--- config.mk ---
export PLATFORM = sky130hd
export DESIGN_NAME = tga_rle_pixel_decoder
export DESIGN_NICKNAME = d
export VERILOG_FILES = /design/src/rtl/core/tga_pkg.sv /design/src/rtl/core/tga_rle_pixel_decoder.sv /design/src/rtl/core/tga_parse.sv /design/src/rtl/core/tga_convert.sv
export SDC_FILE = /design/constraint.sdc
export NUM_CORES = 1
export LEC_CHECK = 0
export BUFFER_PORTS_ARGS = -buffer_cell sky130_fd_sc_hd__buf_2
export CORE_AREA = 2 2 102 104
export DETAILED_ROUTE_END_ITERATION = 8
export DIE_AREA = 0 0 104 106
export HOLD_SLACK_MARGIN = 0.06
export PLACE_DENSITY_LB_ADDON = 0.12
export SLEW_MARGIN = 30
export SYNTH_ARGS = -nofsm -noshare
export SYNTH_HDL_FRONTEND = slang
export SYNTH_SLANG_ARGS = --single-unit
--- constraint.sdc ---
create_clock -name clk_i -period 11.2 [get_ports clk_i]
set_input_delay 2.24 -clock clk_i [delete_from_list [all_inputs] [get_ports clk_i]]
set_output_delay 2.24 -clock clk_i [all_outputs]
set_load 0.02 [all_outputs]
--- src/rtl/core/tga_pkg.sv ---
// shared types and constants for the targa run-length pixel decoder
package tga_pkg;

  localparam logic [1:0] FMT_16 = 2'd0;
  localparam logic [1:0] FMT_24 = 2'd1;
  localparam logic [1:0] FMT_32 = 2'd2;

  localparam logic [1:0] REG_PIXEL_FORMAT  = 2'd0;
  localparam logic [1:0] REG_RLE_ENABLE    = 2'd1;
  localparam logic [1:0] REG_ALPHA_ONE_BIT = 2'd2;

  localparam logic [7:0] REPEAT_BIAS = 8'd127;

  typedef enum logic [2:0] {
    MODE_HEADER = 3'b001,
    MODE_REPEAT = 3'b010,
    MODE_RAW    = 3'b100
  } tga_mode_e;

  typedef struct packed {
    logic [1:0] pixel_format;
    logic       rle_enable;
    logic       alpha_one_bit;
  } tga_cfg_t;

  typedef struct packed {
    logic [7:0] run;
    logic [7:0] last;
    logic [7:0] b2;
    logic [7:0] b1;
    logic [7:0] b0;
  } tga_event_t;

  typedef struct packed {
    logic [7:0] run_length;
    logic       alpha_present;
    logic [7:0] alpha;
    logic [7:0] blue;
    logic [7:0] green;
    logic [7:0] red;
  } tga_pixel_t;

endpackage

--- src/rtl/core/tga_rle_pixel_decoder.sv ---
// top level of the targa run-length pixel decoder
// a pixel result for the request with its last byte passes the parse event register, then the convert result register
// throughput: one input byte per cycle while the output is not back-pressured, set by the packet state update
// header bytes and non-final pixel bytes give no result
// reset clears packet state and byte position and loads format 24-bit, rle on,
// one-bit alpha off
module tga_rle_pixel_decoder (
  input  logic        clk_i,
  input  logic        rst_ni,
  input  logic        cfg_we_i,
  input  logic [1:0]  cfg_addr_i,
  input  logic [1:0]  cfg_wdata_i,
  input  logic        s_axis_tvalid_i,
  output logic        s_axis_tready_o,
  input  logic [7:0]  s_axis_tdata_i,  // data_byte
  input  logic        s_axis_tuser_i,  // start_of_image
  output logic        m_axis_tvalid_o,
  input  logic        m_axis_tready_i,
  output logic [39:0] m_axis_tdata_o,  // red, green, blue, alpha, run_length
  output logic        m_axis_tuser_o   // alpha_present
);
  import tga_pkg::*;

  tga_cfg_t   cfg_q;
  logic       ev_valid;
  logic       ev_ready;
  tga_event_t ev;
  tga_pixel_t pix;

  always_ff @(posedge clk_i or negedge rst_ni) begin
    if (!rst_ni) begin
      cfg_q.pixel_format  <= FMT_24;
      cfg_q.rle_enable    <= 1'b1;
      cfg_q.alpha_one_bit <= 1'b0;
    end else if (cfg_we_i) begin
      unique case (cfg_addr_i)
        REG_PIXEL_FORMAT:  cfg_q.pixel_format  <= cfg_wdata_i;
        REG_RLE_ENABLE:    cfg_q.rle_enable    <= cfg_wdata_i[0];
        REG_ALPHA_ONE_BIT: cfg_q.alpha_one_bit <= cfg_wdata_i[0];
        default: ;
      endcase
    end
  end

  tga_parse u_parse (
    .clk_i       (clk_i),
    .rst_ni      (rst_ni),
    .cfg_i       (cfg_q),
    .in_valid_i  (s_axis_tvalid_i),
    .in_ready_o  (s_axis_tready_o),
    .data_byte_i (s_axis_tdata_i),
    .start_i     (s_axis_tuser_i),
    .ev_valid_o  (ev_valid),
    .ev_ready_i  (ev_ready),
    .ev_o        (ev)
  );

  tga_convert u_convert (
    .clk_i       (clk_i),
    .rst_ni      (rst_ni),
    .cfg_i       (cfg_q),
    .ev_valid_i  (ev_valid),
    .ev_ready_o  (ev_ready),
    .ev_i        (ev),
    .out_valid_o (m_axis_tvalid_o),
    .out_ready_i (m_axis_tready_i),
    .pix_o       (pix)
  );

  assign m_axis_tdata_o = {pix.run_length, pix.alpha, pix.blue, pix.green, pix.red};
  assign m_axis_tuser_o = pix.alpha_present;

endmodule

--- src/rtl/core/tga_parse.sv ---
// packet parser and pixel byte collector with registered pixel event
module tga_parse (
  input  logic                clk_i,
  input  logic                rst_ni,
  input  tga_pkg::tga_cfg_t   cfg_i,
  input  logic                in_valid_i,
  output logic                in_ready_o,
  input  logic [7:0]          data_byte_i,
  input  logic                start_i,
  output logic                ev_valid_o,
  input  logic                ev_ready_i,
  output tga_pkg::tga_event_t ev_o
);
  import tga_pkg::*;

  tga_mode_e  mode_q, mode_d;
  logic [6:0] raw_left_q, raw_left_d;
  logic [7:0] pending_q, pending_d;
  logic [1:0] idx_q, idx_d;
  logic [23:0] bytes_q, bytes_d;
  logic       ev_valid_q, ev_valid_d;
  tga_event_t ev_q, ev_d;

  tga_mode_e  mode_e;
  logic [6:0] raw_e;
  logic [7:0] pend_e;
  logic [1:0] idx_e;
  logic [1:0] last_pos;
  logic       accept;
  logic       emit;

  assign in_ready_o = ~ev_valid_q | ev_ready_i;
  assign accept     = in_valid_i & in_ready_o;

  always_comb begin
    unique case (cfg_i.pixel_format)
      FMT_16:  last_pos = 2'd1;
      FMT_24:  last_pos = 2'd2;
      default: last_pos = 2'd3;
    endcase
  end

  always_comb begin
    mode_e = start_i ? MODE_HEADER : mode_q;
    raw_e  = start_i ? 7'd0 : raw_left_q;
    pend_e = start_i ? 8'd0 : pending_q;
    idx_e  = start_i ? 2'd0 : idx_q;

    mode_d     = mode_q;
    raw_left_d = raw_left_q;
    pending_d  = pending_q;
    idx_d      = idx_q;
    bytes_d    = bytes_q;
    emit       = 1'b0;
    ev_d       = ev_q;

    if (accept) begin
      mode_d     = mode_e;
      raw_left_d = raw_e;
      pending_d  = pend_e;
      idx_d      = idx_e;
      if (cfg_i.rle_enable && mode_e != MODE_REPEAT && mode_e != MODE_RAW) begin
        if (data_byte_i[7]) begin
          pending_d = data_byte_i - REPEAT_BIAS;
          mode_d    = MODE_REPEAT;
        end else begin
          raw_left_d = data_byte_i[6:0];
          mode_d     = MODE_RAW;
        end
        idx_d = 2'd0;
      end else if (idx_e < last_pos) begin
        unique case (idx_e)
          2'd0:    bytes_d[7:0]   = data_byte_i;
          2'd1:    bytes_d[15:8]  = data_byte_i;
          default: bytes_d[23:16] = data_byte_i;
        endcase
        idx_d = idx_e + 2'd1;
      end else begin
        idx_d       = 2'd0;
        emit        = 1'b1;
        ev_d.b0     = bytes_q[7:0];
        ev_d.b1     = bytes_q[15:8];
        ev_d.b2     = bytes_q[23:16];
        ev_d.last   = data_byte_i;
        ev_d.run    = 8'd1;
        if (cfg_i.rle_enable) begin
          if (mode_e == MODE_REPEAT) begin
            ev_d.run = pend_e;
            mode_d   = MODE_HEADER;
          end else if (raw_e == 7'd0) begin
            mode_d = MODE_HEADER;
          end else begin
            raw_left_d = raw_e - 7'd1;
          end
        end
      end
    end

    ev_valid_d = emit | (ev_valid_q & ~ev_ready_i);
  end

  always_ff @(posedge clk_i or negedge rst_ni) begin
    if (!rst_ni) begin
      mode_q     <= MODE_HEADER;
      raw_left_q <= 7'd0;
      pending_q  <= 8'd0;
      idx_q      <= 2'd0;
      ev_valid_q <= 1'b0;
    end else begin
      mode_q     <= mode_d;
      raw_left_q <= raw_left_d;
      pending_q  <= pending_d;
      idx_q      <= idx_d;
      ev_valid_q <= ev_valid_d;
    end
  end

  always_ff @(posedge clk_i) begin
    bytes_q <= bytes_d;
    if (emit) begin
      ev_q <= ev_d;
    end
  end

  assign ev_valid_o = ev_valid_q;
  assign ev_o       = ev_q;

endmodule

--- src/rtl/core/tga_convert.sv ---
// bgr to rgb and alpha conversion with result register
module tga_convert (
  input  logic                clk_i,
  input  logic                rst_ni,
  input  tga_pkg::tga_cfg_t   cfg_i,
  input  logic                ev_valid_i,
  output logic                ev_ready_o,
  input  tga_pkg::tga_event_t ev_i,
  output logic                out_valid_o,
  input  logic                out_ready_i,
  output tga_pkg::tga_pixel_t pix_o
);
  import tga_pkg::*;

  logic       out_valid_q, out_valid_d;
  tga_pixel_t pix_q, pix_d;
  logic       load;
  logic [4:0] r5, g5, b5;

  assign ev_ready_o = ~out_valid_q | out_ready_i;
  assign load       = ev_valid_i & ev_ready_o;

  assign r5 = ev_i.last[6:2];
  assign g5 = {ev_i.last[1:0], ev_i.b0[7:5]};
  assign b5 = ev_i.b0[4:0];

  always_comb begin
    pix_d.run_length    = ev_i.run;
    pix_d.alpha         = 8'hff;
    pix_d.alpha_present = 1'b0;
    unique case (cfg_i.pixel_format)
      FMT_16: begin
        pix_d.red   = {r5, r5[4:2]};
        pix_d.green = {g5, g5[4:2]};
        pix_d.blue  = {b5, b5[4:2]};
        if (cfg_i.alpha_one_bit) begin
          pix_d.alpha         = ev_i.last[7] ? 8'h00 : 8'hff;
          pix_d.alpha_present = 1'b1;
        end
      end
      FMT_24: begin
        pix_d.red   = ev_i.last;
        pix_d.green = ev_i.b1;
        pix_d.blue  = ev_i.b0;
      end
      default: begin
        pix_d.red           = ev_i.b2;
        pix_d.green         = ev_i.b1;
        pix_d.blue          = ev_i.b0;
        pix_d.alpha         = ev_i.last;
        pix_d.alpha_present = 1'b1;
      end
    endcase
  end

  assign out_valid_d = load | (out_valid_q & ~out_ready_i);

  always_ff @(posedge clk_i or negedge rst_ni) begin
    if (!rst_ni) begin
      out_valid_q <= 1'b0;
    end else begin
      out_valid_q <= out_valid_d;
    end
  end

  always_ff @(posedge clk_i) begin
    if (load) begin
      pix_q <= pix_d;
    end
  end

  assign out_valid_o = out_valid_q;
  assign pix_o       = pix_q;

endmodule
==> run_results.csv <==
group,metric,value,unit
final_layout,final_nets,455,
route,routed_wl,9137,um
sta,setup_tns,0,ns
critical_path,reg2reg_from,"cfg_q[2]",
yosys,ys_seq_elements,131,
cts,holdBufCountCts,0,
final_layout,nFillCells,759,
critical_path,arrival,2.79,ns
route,postRouteAntennaNets,0,
sta,period_minus_slack,5.031,ns
route,wl_per_cell,15.73,um
placement,gp_congestion,0.8541,
critical_path,crit_chain,"buf_2, nand3b_1, buf_2",
route,drt_pass1_iterations,4,
placement,dp_hpwl,6119,um
critical_path,crit_buf_inv,2,
floorplanning,die_height,106,um
yosys,seq_area_frac_synth,72.69,%
cts,cts.path.max_buffers,2,
critical_path,crit_family,"buffers and inverters",
critical_path,endpoint_kind,"output pin",
pwr,pwr_density_cell,210.5,mW/mm2
floorplanning,dieArea,0.01102,mm2
floorplanning,io_pins,61,
final_layout,final_cell_mix,"edfxtp_1, buf_2, nand2_1",
cts,htree_levels,4,
final_layout,diodes,0,
critical_path,reg2reg_depth,7,
final_layout,final_util,62.90,%
yosys,async_flop_share,19.85,%
floorplanning,core_area,0.01000,mm2
yosys,yosysTopAreaCell,"edfxtp_1",
yosys,synthCells,363,
cts,cts-root-buf,"clkbuf_8",
yosys,yosys_warnings,0,
global_route,grt_pass1_wl,15140,um
route,route.detailed.drc,0,
final_layout,area_growth,20.09,%
sta,drv_slew,0,
cts,post-cts-setup-buffers,0,
yosys,synthTopCellsByArea,"edfxtp_1, dfrtp_1, nand2_1",
floorplanning,initial_core_util,52.38,%
global_route,grt_pass1_vias,2954,
global_route,overflow,0,
worst_hold_path,whs_path_depth,0,
worst_hold_path,hold-path-endpoint,"u_parse.ev_o[2]",
critical_path,crit_path_top_delay_cell,"nand3b_1",
yosys,synth_area,0.005238,mm2
worst_hold_path,hp-start,"u_parse.bytes_q[2]",
cts,cts_buffers,17,
yosys,synth_nets,386,
sta,clock_skew,0.007899,ns
final_layout,final_common_cell,"edfxtp_1",
pwr,leakage,0.002495,uW
route,drt_iter0_markers,176,
critical_path,r2r_end,"u_parse.bytes_q[16]",
global_route,grt_max_degree,42,
yosys,synth_cell_types,56,
cts,clk_latency,0.50,ns
worst_hold_path,hp-class,"flip-flop to flip-flop",
critical_path,crit_type,"input pin to output pin",
sta,final_hold_viol_count,0,
sta,finalCritPeriodShare,44.92,%
critical_path,critPathMaxStageDelay,0.24,ns
floorplanning,die_w,104,um
cts,clk_pin_slew,0.06,ns
yosys,synth_area_per_cell,14.43,um2
sta,setup_viol,0,
cts,cts_tree,"done",
critical_path,required,8.96,ns
run,maxCapViolations,0,
critical_path,crit_top_cell,"buf_2",
status,outcome,"completed",
floorplanning,rows,37,
yosys,ys.flop_type,"edfxtp_1",
placement,port_buffers,60,
sta,worstMarginPinSlew,0.8071,ns
sta,fmax,0.1988,GHz
critical_path,cp_max_fo,4,
yosys,yosysTopAreaCellShare,60.20,%
global_route,grt.total_usage,18.08,%
critical_path,rrSetupSlack,7.81,ns
global_route,antenna_found_initial,0,
critical_path,start_kind,"input pin",
yosys,synth_enable_flop_cells,105,
sta,relSlewSlack,46.08,%
cts,ctsResizeCount,0,
cts,cts_num_sinks,131,
sta,rsz0062_at_grt,"no",
route,num_vias,3046,
pwr,ir_worst_vdd,0.00008992,V
route,viasPerCell,5.243,
final_layout,drive_gt1_share,26.74,%
power by group:
group / leakage (uW) / internal [uW] / switching [uW]
clock: 0.000260 / 319 / 201
combinational: 0.000943 / 67.7 / 117
sequential: 0.00129 / 589 / 30.2
total: 0.00250 / 976 / 348
metal layers:
metal / global-route usage [%] / share of wire [%]
met2: 29.18 / 50
met4: 6.178 / 1.2
met5: 0 / 0
met3: 5.886 / 5.9
met1: 23.28 / 43
cell usage after synthesis, drive strengths merged (2+ instances only):
cell	n
nor3	4
and3	11
a32o	2
a221o	5
nand2b	11
mux2	3
o211ai	2
o211a	2
ha	5
nand3b	2
xnor2	3
and2	5
nor2b	4
a21oi	12
a21boi	2
nor2	12
clkbuf	8
dfstp	3
nand3	6
o2bb2ai	2
a211o	2
xor2	5
inv	9
o21ai	17
mux2i	3
nor3b	2
buf	5
dfrtp	23
edfxtp	105
a21o	9
a22o	6
nand2	60
worst max path at each step:
stage	start	to	depth (start not counted)
global route	m_axis_tready_i	s_axis_tready_o	3
finish	m_axis_tready_i	s_axis_tready_o	3
detailed placement	m_axis_tready_i	s_axis_tready_o	3
floorplan	s_axis_tuser_i	u_parse.ev_o[0]	8
CTS	m_axis_tready_i	s_axis_tready_o	3
global placement	m_axis_tready_i	s_axis_tready_o	3
sequential cells by signal, summed over array words and instances, names as in the netlist:
signal	cells
u_convert.pix_o	41
u_parse.ev_o	40
u_parse.bytes_q	24
u_parse.pending_q	8
u_parse.raw_left_q	7
cfg_q	4
u_parse.mode_q	3
u_parse.idx_q	2
u_convert.out_valid_o	1
u_parse.ev_valid_o	1
through the flow:
step | instance area (um2) | worst slack [ns] | instances | hold WS, ns | power, uW
after floorplan | 5238 | 5.467 | 363 | 0.4003 | 754.6
after global placement | 5673 | 6.166 | 547 | 0.4009 | 803.8
after detailed placement | 5715 | 6.174 | 549 | 0.4045 | 812.6
after CTS | 6289 | 6.167 | 581 | 0.4136 | 1333
after global routing | 6290 | 6.155 | 581 | 0.4197 | 1383
final | 6290 | 6.169 | 581 | 0.4147 | 1324
logic make-up after synthesis:
group	count (synthesis)	share of synthesized area, %
AO/OA/AOI/OAI	70	10.06
multiplexers	6	1.218
flip-flops	131	72.69
buffers and inverters	22	1.625
XOR/XNOR	8	1.338
adder cells (fa/ha/maj)	5	1.194
AND/OR/NAND/NOR	121	11.87
area by class of cell:
class                      instances  area (um2)  share of cell area, %
multi-input combinational        210        1355                  21.54
timing repair buffer              63       350.3                  5.570
clock buffer                      18       417.9                  6.644
tap                              136       170.2                  2.705
clock inverter                    14       155.1                  2.467
inverter                           9       33.78                 0.5371
sequential                       131        3807                  60.53
No activity file was read; power rests on OpenSTA's default activity.
